## src/sv/lpc_pkg.sv

```systemverilog
// ----------------------------------------------------------------------------
// lpc_pkg
// Shared types and constants of the lift position controller: command and
// direction codes, register indexes, request and response words.
// ----------------------------------------------------------------------------
package lpc_pkg;

	// position counter width and reset values
	localparam int POSITION_BITS_DEF = 10;
	localparam int LOWER_LIMIT_RESET = 0;
	localparam int UPPER_LIMIT_RESET = 1000;
	localparam int START_POSITION_RESET = 500;

	// register file
	localparam int CFG_DATA_W = 10;
	localparam int CFG_ADDR_W = 2;

	// fixed field widths of the channel words
	localparam int POS_OUT_W = 10;
	localparam int TARGET_IN_W = 11;

	typedef enum logic [CFG_ADDR_W-1:0] {
		REG_LOWER_LIMIT = 2'd0,
		REG_UPPER_LIMIT = 2'd1,
		REG_START_POS   = 2'd2
	} reg_idx_t;

	typedef enum logic [2:0] {
		CMD_TICK         = 3'd0,
		CMD_MOVE         = 3'd1,
		CMD_SET_TARGET   = 3'd2,
		CMD_CLEAR_TARGET = 3'd3,
		CMD_SET_SWITCH   = 3'd4,
		CMD_TOGGLE       = 3'd5
	} cmd_t;

	typedef enum logic [1:0] {
		DIR_NONE = 2'd0,
		DIR_UP   = 2'd1,
		DIR_DOWN = 2'd2
	} dir_t;

	// request word
	typedef struct packed {
		cmd_t                   command;
		logic [1:0]             direction;
		logic [TARGET_IN_W-1:0] target_value;
		logic                   switch_value;
	} lpc_req_t;

	// response word
	typedef struct packed {
		logic                 motor_up;
		logic                 motor_down;
		logic [POS_OUT_W-1:0] position_now;
		logic [POS_OUT_W-1:0] target_now;
		logic                 target_active;
		logic                 switch_state;
		logic                 changed;
	} lpc_rsp_t;

	// control state passed between the state registers and the update logic
	typedef struct packed {
		dir_t travel_dir;
		logic goal_valid;
		logic power_state;
	} lpc_ctrl_t;

endpackage

```

## src/sv/lpc_cfg_regs.sv

```systemverilog
// ----------------------------------------------------------------------------
// lpc_cfg_regs
// Limit registers. Values are kept at the narrower of the register and
// counter widths; the start position index stores nothing, so a write to it
// is ignored and has no effect on the live position.
// ----------------------------------------------------------------------------
module lpc_cfg_regs
	import lpc_pkg::*;
#(
	parameter int POSITION_BITS = POSITION_BITS_DEF
) (
	input  logic                     clk,
	input  logic                     arst_n,
	input  logic                     cfg_wr_en,
	input  logic [CFG_ADDR_W-1:0]    cfg_addr,
	input  logic [CFG_DATA_W-1:0]    cfg_wdata,
	output logic [POSITION_BITS-1:0] lo_lim,
	output logic [POSITION_BITS-1:0] hi_lim
);

	// stored bits: the register width, cut to the counter width when narrower
	localparam int LIM_W = (POSITION_BITS < CFG_DATA_W) ? POSITION_BITS : CFG_DATA_W;

	logic [LIM_W-1:0] lower_q;
	logic [LIM_W-1:0] upper_q;

	// register writes
	always_ff @(posedge clk or negedge arst_n) begin
		if (!arst_n) begin
			lower_q <= LIM_W'(LOWER_LIMIT_RESET);
			upper_q <= LIM_W'(UPPER_LIMIT_RESET);
		end else if (cfg_wr_en) begin
			unique case (cfg_addr)
				REG_LOWER_LIMIT: lower_q <= cfg_wdata[LIM_W-1:0];
				REG_UPPER_LIMIT: upper_q <= cfg_wdata[LIM_W-1:0];
				default: ; // start position and unused index: nothing stored
			endcase
		end
	end

	assign lo_lim = POSITION_BITS'(lower_q);
	assign hi_lim = POSITION_BITS'(upper_q);

endmodule

```

## src/sv/lpc_step.sv

```systemverilog
// ----------------------------------------------------------------------------
// lpc_step
// Next-state logic for one request word: tick stepping with limit and target
// stop, move start, target clamp and compare, switch commands.
// ----------------------------------------------------------------------------
module lpc_step
	import lpc_pkg::*;
#(
	parameter int POSITION_BITS = POSITION_BITS_DEF
) (
	input  lpc_req_t                 req,
	input  logic [POSITION_BITS-1:0] pos,
	input  logic [POSITION_BITS-1:0] goal,
	input  lpc_ctrl_t                ctrl,
	input  logic [POSITION_BITS-1:0] lo_lim,
	input  logic [POSITION_BITS-1:0] hi_lim,
	output logic [POSITION_BITS-1:0] pos_nxt,
	output logic [POSITION_BITS-1:0] goal_nxt,
	output lpc_ctrl_t                ctrl_nxt,
	output logic                     changed
);

	// compare width for the raw target against the limits
	localparam int CMP_W = (POSITION_BITS > TARGET_IN_W) ? POSITION_BITS : TARGET_IN_W;

	logic [CMP_W-1:0]         tgt_raw;
	logic [CMP_W-1:0]         lo_c;
	logic [CMP_W-1:0]         hi_c;
	logic [CMP_W-1:0]         tgt_clamp;
	logic [POSITION_BITS-1:0] tgt;
	logic [POSITION_BITS-1:0] pos_step;
	logic                     hit;
	logic                     stop;
	dir_t                     move_req;

	// move start: refused at the limit in the requested direction
	function automatic dir_t start_dir(dir_t want, logic [POSITION_BITS-1:0] p,
			logic [POSITION_BITS-1:0] lo, logic [POSITION_BITS-1:0] hi);
		dir_t d;
		d = DIR_NONE;
		if (want == DIR_UP && p < hi)
			d = DIR_UP;
		else if (want == DIR_DOWN && p > lo)
			d = DIR_DOWN;
		return d;
	endfunction

	// target clamp: lower limit first, then upper; result always fits the counter
	assign tgt_raw = CMP_W'(req.target_value);
	assign lo_c    = CMP_W'(lo_lim);
	assign hi_c    = CMP_W'(hi_lim);
	always_comb begin
		if (tgt_raw < lo_c)
			tgt_clamp = lo_c;
		else if (tgt_raw > hi_c)
			tgt_clamp = hi_c;
		else
			tgt_clamp = tgt_raw;
	end
	assign tgt = tgt_clamp[POSITION_BITS-1:0];

	// requested move direction; codes 0 and 3 mean stop
	always_comb begin
		case (req.direction)
			DIR_UP:   move_req = DIR_UP;
			DIR_DOWN: move_req = DIR_DOWN;
			default:  move_req = DIR_NONE;
		endcase
	end

	// saturating step and stop tests for a tick
	always_comb begin
		pos_step = pos;
		hit      = 1'b0;
		stop     = 1'b0;
		if (ctrl.travel_dir == DIR_DOWN) begin
			if (pos != '0)
				pos_step = pos - POSITION_BITS'(1);
			hit  = ctrl.goal_valid && (pos_step <= goal);
			stop = pos_step <= lo_lim;
		end else if (ctrl.travel_dir == DIR_UP) begin
			if (pos != '1)
				pos_step = pos + POSITION_BITS'(1);
			hit  = ctrl.goal_valid && (pos_step >= goal);
			stop = pos_step >= hi_lim;
		end
	end

	// command decode
	always_comb begin
		pos_nxt  = pos;
		goal_nxt = goal;
		ctrl_nxt = ctrl;
		changed  = 1'b0;
		unique case (req.command)
			CMD_TICK: begin
				if (ctrl.travel_dir != DIR_NONE) begin
					pos_nxt = pos_step;
					changed = 1'b1;
					if (stop || hit)
						ctrl_nxt.travel_dir = DIR_NONE;
					if (hit)
						ctrl_nxt.goal_valid = 1'b0;
				end
			end
			CMD_MOVE: begin
				ctrl_nxt.travel_dir = start_dir(move_req, pos, lo_lim, hi_lim);
				changed = 1'b1;
			end
			CMD_SET_TARGET: begin
				if (!(tgt == pos || (ctrl.goal_valid && tgt == goal))) begin
					goal_nxt            = tgt;
					ctrl_nxt.goal_valid = 1'b1;
					ctrl_nxt.travel_dir = start_dir((tgt < pos) ? DIR_DOWN : DIR_UP,
						pos, lo_lim, hi_lim);
					changed = 1'b1;
				end
			end
			CMD_CLEAR_TARGET: begin
				ctrl_nxt.goal_valid = 1'b0;
				ctrl_nxt.travel_dir = DIR_NONE;
				changed = 1'b1;
			end
			CMD_SET_SWITCH: begin
				if (ctrl.power_state != req.switch_value) begin
					ctrl_nxt.power_state = req.switch_value;
					changed = 1'b1;
				end
			end
			CMD_TOGGLE: begin
				ctrl_nxt.power_state = !ctrl.power_state;
				changed = 1'b1;
			end
			default: ; // unused codes: no change
		endcase
	end

endmodule

```

## src/sv/tick_counted_lift_position_controller.sv

```systemverilog
// ----------------------------------------------------------------------------
// tick_counted_lift_position_controller
// Lift position controller counting encoder ticks: motor drive, position,
// optional target and power switch, one response word per request word.
// ----------------------------------------------------------------------------
// Usage:
//   Request words (req_valid/req_ready) carry a command: encoder tick, move,
//   set or clear target, set or toggle the power switch. Every request word
//   gives exactly one response word (rsp_valid/rsp_ready) with the motor
//   drives, position, target, switch state and a changed flag.
//   The limit registers are written through cfg_wr_en/cfg_addr/cfg_wdata while
//   no word is in flight; a write takes effect on the next word.
//   The input register holds an accepted word until the response register is
//   free or being emptied; the word is then processed into the response
//   register, which raises rsp_valid.
//   Throughput: one word per cycle while responses are taken; the update
//   is one pass of logic from input to state and response registers.
//   Stall: while the response is not taken, one more word waits in the input
//   register, then req_ready drops until the response leaves.
//   Reset: the motor is stopped, no target, switch off, and the position is
//   loaded with the start position reset value (500, cut to the counter).
// ----------------------------------------------------------------------------
module tick_counted_lift_position_controller
	import lpc_pkg::*;
#(
	parameter int POSITION_BITS = POSITION_BITS_DEF
) (
	input  logic                  clk,
	input  logic                  arst_n,
	input  logic                  cfg_wr_en,
	input  logic [CFG_ADDR_W-1:0] cfg_addr,
	input  logic [CFG_DATA_W-1:0] cfg_wdata,
	input  logic                  req_valid,
	output logic                  req_ready,
	input  lpc_req_t              req,
	output logic                  rsp_valid,
	input  logic                  rsp_ready,
	output lpc_rsp_t              rsp
);

	logic [POSITION_BITS-1:0] lo_lim;
	logic [POSITION_BITS-1:0] hi_lim;

	logic                     valid_s1;
	lpc_req_t                 req_s1;
	logic                     advance;

	logic [POSITION_BITS-1:0] pos_q;
	logic [POSITION_BITS-1:0] goal_q;
	lpc_ctrl_t                ctrl_q;

	logic [POSITION_BITS-1:0] pos_nxt;
	logic [POSITION_BITS-1:0] goal_nxt;
	lpc_ctrl_t                ctrl_nxt;
	logic                     changed;

	logic                     rsp_valid_q;
	lpc_rsp_t                 rsp_q;

	lpc_cfg_regs #(
		.POSITION_BITS(POSITION_BITS)
	) u_cfg (
		.clk      (clk),
		.arst_n   (arst_n),
		.cfg_wr_en(cfg_wr_en),
		.cfg_addr (cfg_addr),
		.cfg_wdata(cfg_wdata),
		.lo_lim   (lo_lim),
		.hi_lim   (hi_lim)
	);

	lpc_step #(
		.POSITION_BITS(POSITION_BITS)
	) u_step (
		.req     (req_s1),
		.pos     (pos_q),
		.goal    (goal_q),
		.ctrl    (ctrl_q),
		.lo_lim  (lo_lim),
		.hi_lim  (hi_lim),
		.pos_nxt (pos_nxt),
		.goal_nxt(goal_nxt),
		.ctrl_nxt(ctrl_nxt),
		.changed (changed)
	);

	// handshake: process when the response register is free or being emptied
	assign advance   = valid_s1 && (!rsp_valid_q || rsp_ready);
	assign req_ready = !valid_s1 || advance;

	// input register
	always_ff @(posedge clk or negedge arst_n) begin
		if (!arst_n) begin
			valid_s1 <= 1'b0;
		end else if (req_ready) begin
			valid_s1 <= req_valid;
		end
	end

	always_ff @(posedge clk) begin
		if (req_ready && req_valid)
			req_s1 <= req;
	end

	// controller state
	always_ff @(posedge clk or negedge arst_n) begin
		if (!arst_n) begin
			pos_q  <= POSITION_BITS'(START_POSITION_RESET);
			goal_q <= '0;
			ctrl_q <= '{travel_dir: DIR_NONE, goal_valid: 1'b0, power_state: 1'b0};
		end else if (advance) begin
			pos_q  <= pos_nxt;
			goal_q <= goal_nxt;
			ctrl_q <= ctrl_nxt;
		end
	end

	// response register
	always_ff @(posedge clk or negedge arst_n) begin
		if (!arst_n) begin
			rsp_valid_q <= 1'b0;
		end else if (advance) begin
			rsp_valid_q <= 1'b1;
		end else if (rsp_ready) begin
			rsp_valid_q <= 1'b0;
		end
	end

	always_ff @(posedge clk) begin
		if (advance) begin
			rsp_q.motor_up      <= (ctrl_nxt.travel_dir == DIR_UP);
			rsp_q.motor_down    <= (ctrl_nxt.travel_dir == DIR_DOWN);
			rsp_q.position_now  <= POS_OUT_W'(pos_nxt);
			rsp_q.target_now    <= ctrl_nxt.goal_valid ? POS_OUT_W'(goal_nxt) : '0;
			rsp_q.target_active <= ctrl_nxt.goal_valid;
			rsp_q.switch_state  <= ctrl_nxt.power_state;
			rsp_q.changed       <= changed;
		end
	end

	assign rsp_valid = rsp_valid_q;
	assign rsp       = rsp_q;

`ifndef SYNTHESIS
	// the two motor drives are never on together
	a_motor_excl: assert property (@(posedge clk) disable iff (!arst_n)
		rsp_valid_q |-> !(rsp_q.motor_up && rsp_q.motor_down))
		else $error("both motor drives on");

	// an inactive target reads as zero
	a_target_zero: assert property (@(posedge clk) disable iff (!arst_n)
		(rsp_valid_q && !rsp_q.target_active) |-> (rsp_q.target_now == '0))
		else $error("target reported while inactive");

	// only a tick moves the position
	a_pos_tick_only: assert property (@(posedge clk) disable iff (!arst_n)
		(advance && req_s1.command != CMD_TICK) |=> $stable(pos_q))
		else $error("position moved without a tick");

	// a tick while stopped changes nothing
	a_idle_tick: assert property (@(posedge clk) disable iff (!arst_n)
		(advance && req_s1.command == CMD_TICK && ctrl_q.travel_dir == DIR_NONE)
		|=> (!rsp_q.changed && $stable(pos_q)))
		else $error("idle tick reported a change");

	// back pressure only with both stages full and the response stalled
	a_stall_cause: assert property (@(posedge clk) disable iff (!arst_n)
		!req_ready |-> (valid_s1 && rsp_valid_q && !rsp_ready))
		else $error("input stalled without cause");
`endif

endmodule

```

## config.mk

```make
export PLATFORM = sky130hd
export DESIGN_NAME = tick_counted_lift_position_controller
export DESIGN_NICKNAME = d
export VERILOG_FILES = /design/src/sv/lpc_pkg.sv /design/src/sv/lpc_cfg_regs.sv /design/src/sv/lpc_step.sv /design/src/sv/tick_counted_lift_position_controller.sv
export SDC_FILE = /design/constraint.sdc
export NUM_CORES = 1
export LEC_CHECK = 0
export BUFFER_PORTS_ARGS = -buffer_cell sky130_fd_sc_hd__buf_2
export CAP_MARGIN = 20
export CORE_MARGIN = 2
export CORE_UTILIZATION = 60
export CTS_CLUSTER_SIZE = 12
export DETAILED_ROUTE_END_ITERATION = 7
export PLACE_DENSITY = 0.82
export SLEW_MARGIN = 20
export SYNTH_ARGS = -nofsm -noshare
export SYNTH_HDL_FRONTEND = slang
export SYNTH_HIERARCHICAL = 1
export SYNTH_SLANG_ARGS = --single-unit
export TNS_END_PERCENT = 20
```

## constraint.sdc

```tcl
create_clock -name clk -period 5 [get_ports clk]
set_input_delay 1 -clock clk [delete_from_list [all_inputs] [get_ports clk]]
set_output_delay 1 -clock clk [all_outputs]
set_load 0.01 [all_outputs]
```

==> impl_metrics.yaml <==
outcome:
  status: "finished, final reports clean"
power_and_ir_drop:
  power.internal_mw: 2.26
  leakagePower_nw: 3.55
  switching_share: 0.432
  ir_worst_vdd_uv: 336
  fin_total_pwr_mw: 3.99
  switching_power_mw: 1.72
  seqPwrFrac: 0.301
  p_comb_frac: 0.527
  powerDensity_nw_per_um2: 518
  pwr-share-clk: 0.172
clock_network:
  cts_max_path_buffers: 2
  htreeDepth: 3
  ctsHoldBuffers: 0
  post_cts_buffers: 0
  clock-sinks: 88
  clkSlewWorstSetupHoldPaths_ns: 0.06
  cts_root_buf: "clkbuf_16"
  cts_tree: "done"
  clk_latency_ns: 0.35
  cts-buffers-inserted: 9
timing:
  rsz0062_at_grt: "false"
  slew_violations: 0
  worst_pin_slew_ns: 0.981
  fin_crit_sh: 0.936
  relSlewSlack: 0.342
  finalHoldViolations: 0
  clock.fmax_mhz: 214
  finalSetupViolCount: 0
  final.min_clock_period_ns: 4.68
  finalSetupTns_ns: 0
  finalClockSkew_ns: 0.00913
cells_and_area:
  final_util: 0.677
  nFillCells: 932
  multiInputGateArea_um2: 4180
  instances_no_fill: 882
  final-seq-area_um2: 2430
  area_delta_synth_final_pct: 10.8
  antenna_cells: 0
  final_nets: 860
  drive_gt1_frac: 0.218
route:
  drt_iter0_markers: 659
  first_pass_iters: 5
  drtAntennaViolNets: 0
  via_per_inst: 6.49
  routedWlPerCell_um: 23.2
  vias: 5723
  route.detailed.drc: 0
  routed_wirelength_mm: 20.5
placed_design:
  placed_cells: 866
  port_buffers: 60
  place_congestion: 1.02
  dp_hpwl_mm: 15.7
logic_synthesis:
  synth_fp_nets: 797
  synth_ff_type: "edfxtp_1"
  syn_area_per_cell_um2: 10.3
  netlist-cell-type-count: 67
  seq_area_frac_synth: 0.350
  synth-edff-count: 42
  ys_ff_latch: 88
  synth_cells: 671
  yosysWarnings: 6
  synth_top_area_cell: "edfxtp_1"
  syn_area_um2: 6940
  synth.top_cell.area_share: 0.182
  ys_async_sr_fraction: 0.523
  synthTopCellsByArea: "edfxtp_1 (18%), ha_1 (17%), dfrtp_1 (12%)"
worst_setup_path:
  cp_data_arrival_time_ns: 4.78
  cp.required_ns: 5.10
  setup.worst_path.end_class: "flop"
  crit_path_max_fanout: 11
  startpoint_type: "flop"
  timing.rr.end: "rsp[12]"
  r2r.worst_path.cells: 17
  r2r_setup_slack_ns: 0.32
  reg2reg_from: "u_cfg/hi_lim[8]"
  crit_type: "flop to flop"
global_routing:
  grt_max_degree: 47
  grt-ovfl-total: 0
  grt_pass1_wl_mm: 31.6
  grtUsageTotal: 0.336
  grt_pass1_vias: 5631
  antenna_found_initial: 1
die:
  die-area_um2: 12400
  die_w_um: 112
  die_h_um: 112
  initial_core_util: 0.611
  core_um2: 11400
  ios: 61
  rows: 39
min_path:
  hp-class: "flop to flop"
  holdPathEnd: "ctrl_q[0]"
  holdPathStages: 1
  hold_path.startpoint: "ctrl_q[0]"
job:
  drv_cap: 0
## cell families (layout without fill, tap and decap cells)
family,count (synthesis),count (layout),synth area share
AOI/OAI and AO/OA,149,149,0.142
muxes,64,64,0.123
adders and majority gates,92,92,0.166
xor gates and xnor gates,37,37,0.0467
buffers and inverters,78,146,0.0487
and+or+nand+nor,163,163,0.125
DFF,88,88,0.350
## cell usage after synthesis, drive strengths merged (5+ instances only)
master   n
ha      92
inv     54
mux2    54
a21oi   44
edfxtp  42
nand2   35
dfrtp   34
nor2    33
o21ai   32
xnor2   21
xor2    16
nand3   14
nand4   13
and2    12
dfstp   12
nor3    12
clkbuf  11
nand2b  11
a21o    10
buf     10
mux2i   10
nor2b    9
a211oi   6
nor4     6
o21a     6
a22oi    5
o22ai    5
o311ai   5
o31ai    5
## registers in the layout (all words and copies together), names as in the netlist
signal and cells:
u_cfg/lo_lim 10, rsp 25, valid_s1 1, rsp_valid 1
goal_q 10, req_s1 17, pos_q 10, ctrl_q 4
u_cfg/hi_lim 10
## layer usage
| metal | part of all wire | wire, um | GRT usage | up-vias |
|---|---|---|---|---|
| met2 | 0.45 | 9150 | 0.524 | 304 |
| met4 | 0.029 | 596 | 0.120 | 0 |
| met3 | 0.092 | 1880 | 0.0822 | 54 |
| met1 | 0.43 | 8870 | 0.460 | 2763 |
| met5 | 0 | 0 | 0 | - |
| li1 | - | - | - | 2602 |
## what timing repair did
item | 4_1_cts | 5_1_grt
resized for setup | 0 | 1
endpoints found under the hold margin | 0 | 0
endpoints found under the setup margin | 0 | 2
## worst max path at each step
stage,start,endpoint,cells after the start
5_1_grt,u_cfg/hi_lim[8],rsp[12],17
3_5_place_dp,u_cfg/hi_lim[8],rsp[12],17
2_1_floorplan,u_cfg/hi_lim[8],rsp[12],18
6_report,u_cfg/hi_lim[8],rsp[12],17
4_1_cts,u_cfg/hi_lim[8],rsp[12],17
3_3_place_gp,u_cfg/hi_lim[8],rsp[12],17
## metrics by stage
step / instance area [um^2] / worst slack, ns / hold slack (ns)
6_report: 7700 / 0.322 / 0.561
5_1_grt: 7700 / 0.135 / 0.576
4_1_cts: 7690 / 0.316 / 0.563
3_5_place_dp: 7400 / 0.322 / 0.550
3_3_place_gp: 7400 / 0.457 / 0.528
2_1_floorplan: 6940 / 0.898 / 0.477
## area by class of cell
| class | count | area share |
|---|---|---|
| Clock buffer | 12 | 0.0320 |
| Clock inverter | 4 | 0.00683 |
| Sequential cell | 88 | 0.315 |
| Tap cell | 143 | 0.0232 |
| Inverter | 57 | 0.0278 |
| Timing Repair Buffer | 73 | 0.0517 |
| Multi-Input combinational cell | 505 | 0.543 |
## layout by cell type, fill, tap and decap left out, drive strengths merged, types with 6 or more instances in the layout
cell type	instances
a211oi	6
a21o	10
a21oi	44
and2	12
buf	73
clkbuf	12
dfrtp	34
dfstp	12
edfxtp	42
ha	92
inv	54
mux2	54
mux2i	10
nand2	35
nand2b	11
nand3	14
nand4	13
nor2	33
nor2b	9
nor3	12
nor4	6
o21a	6
o21ai	32
xnor2	21
xor2	16
## worst max-delay path, cell delays in order (launching register included)
cell,delay [ns]
dfstp_2,0.56
inv_1,0.11
ha_1,0.32
a21o_1,0.17
a211oi_2,0.28
o2111ai_2,0.18
and2_2,0.36
mux2i_1,0.15
a21oi_1,0.37
ha_1,0.33
nand4_1,0.11
nor2_1,0.06
nand3_1,0.19
o31ai_4,0.16
or3_1,0.39
buf_4,0.21
mux2_4,0.31
and2_1,0.16
## power groups by stage
stage	registers, mW	logic, mW	clock network (mW)
floorplan	1.12	1.45	0
global placement	1.20	1.95	0
detailed placement	1.20	2.03	0
CTS	1.19	2.04	0.693
global route	1.21	2.30	0.721
finish	1.20	2.10	0.685
Power figures use the tool's default switching activity.
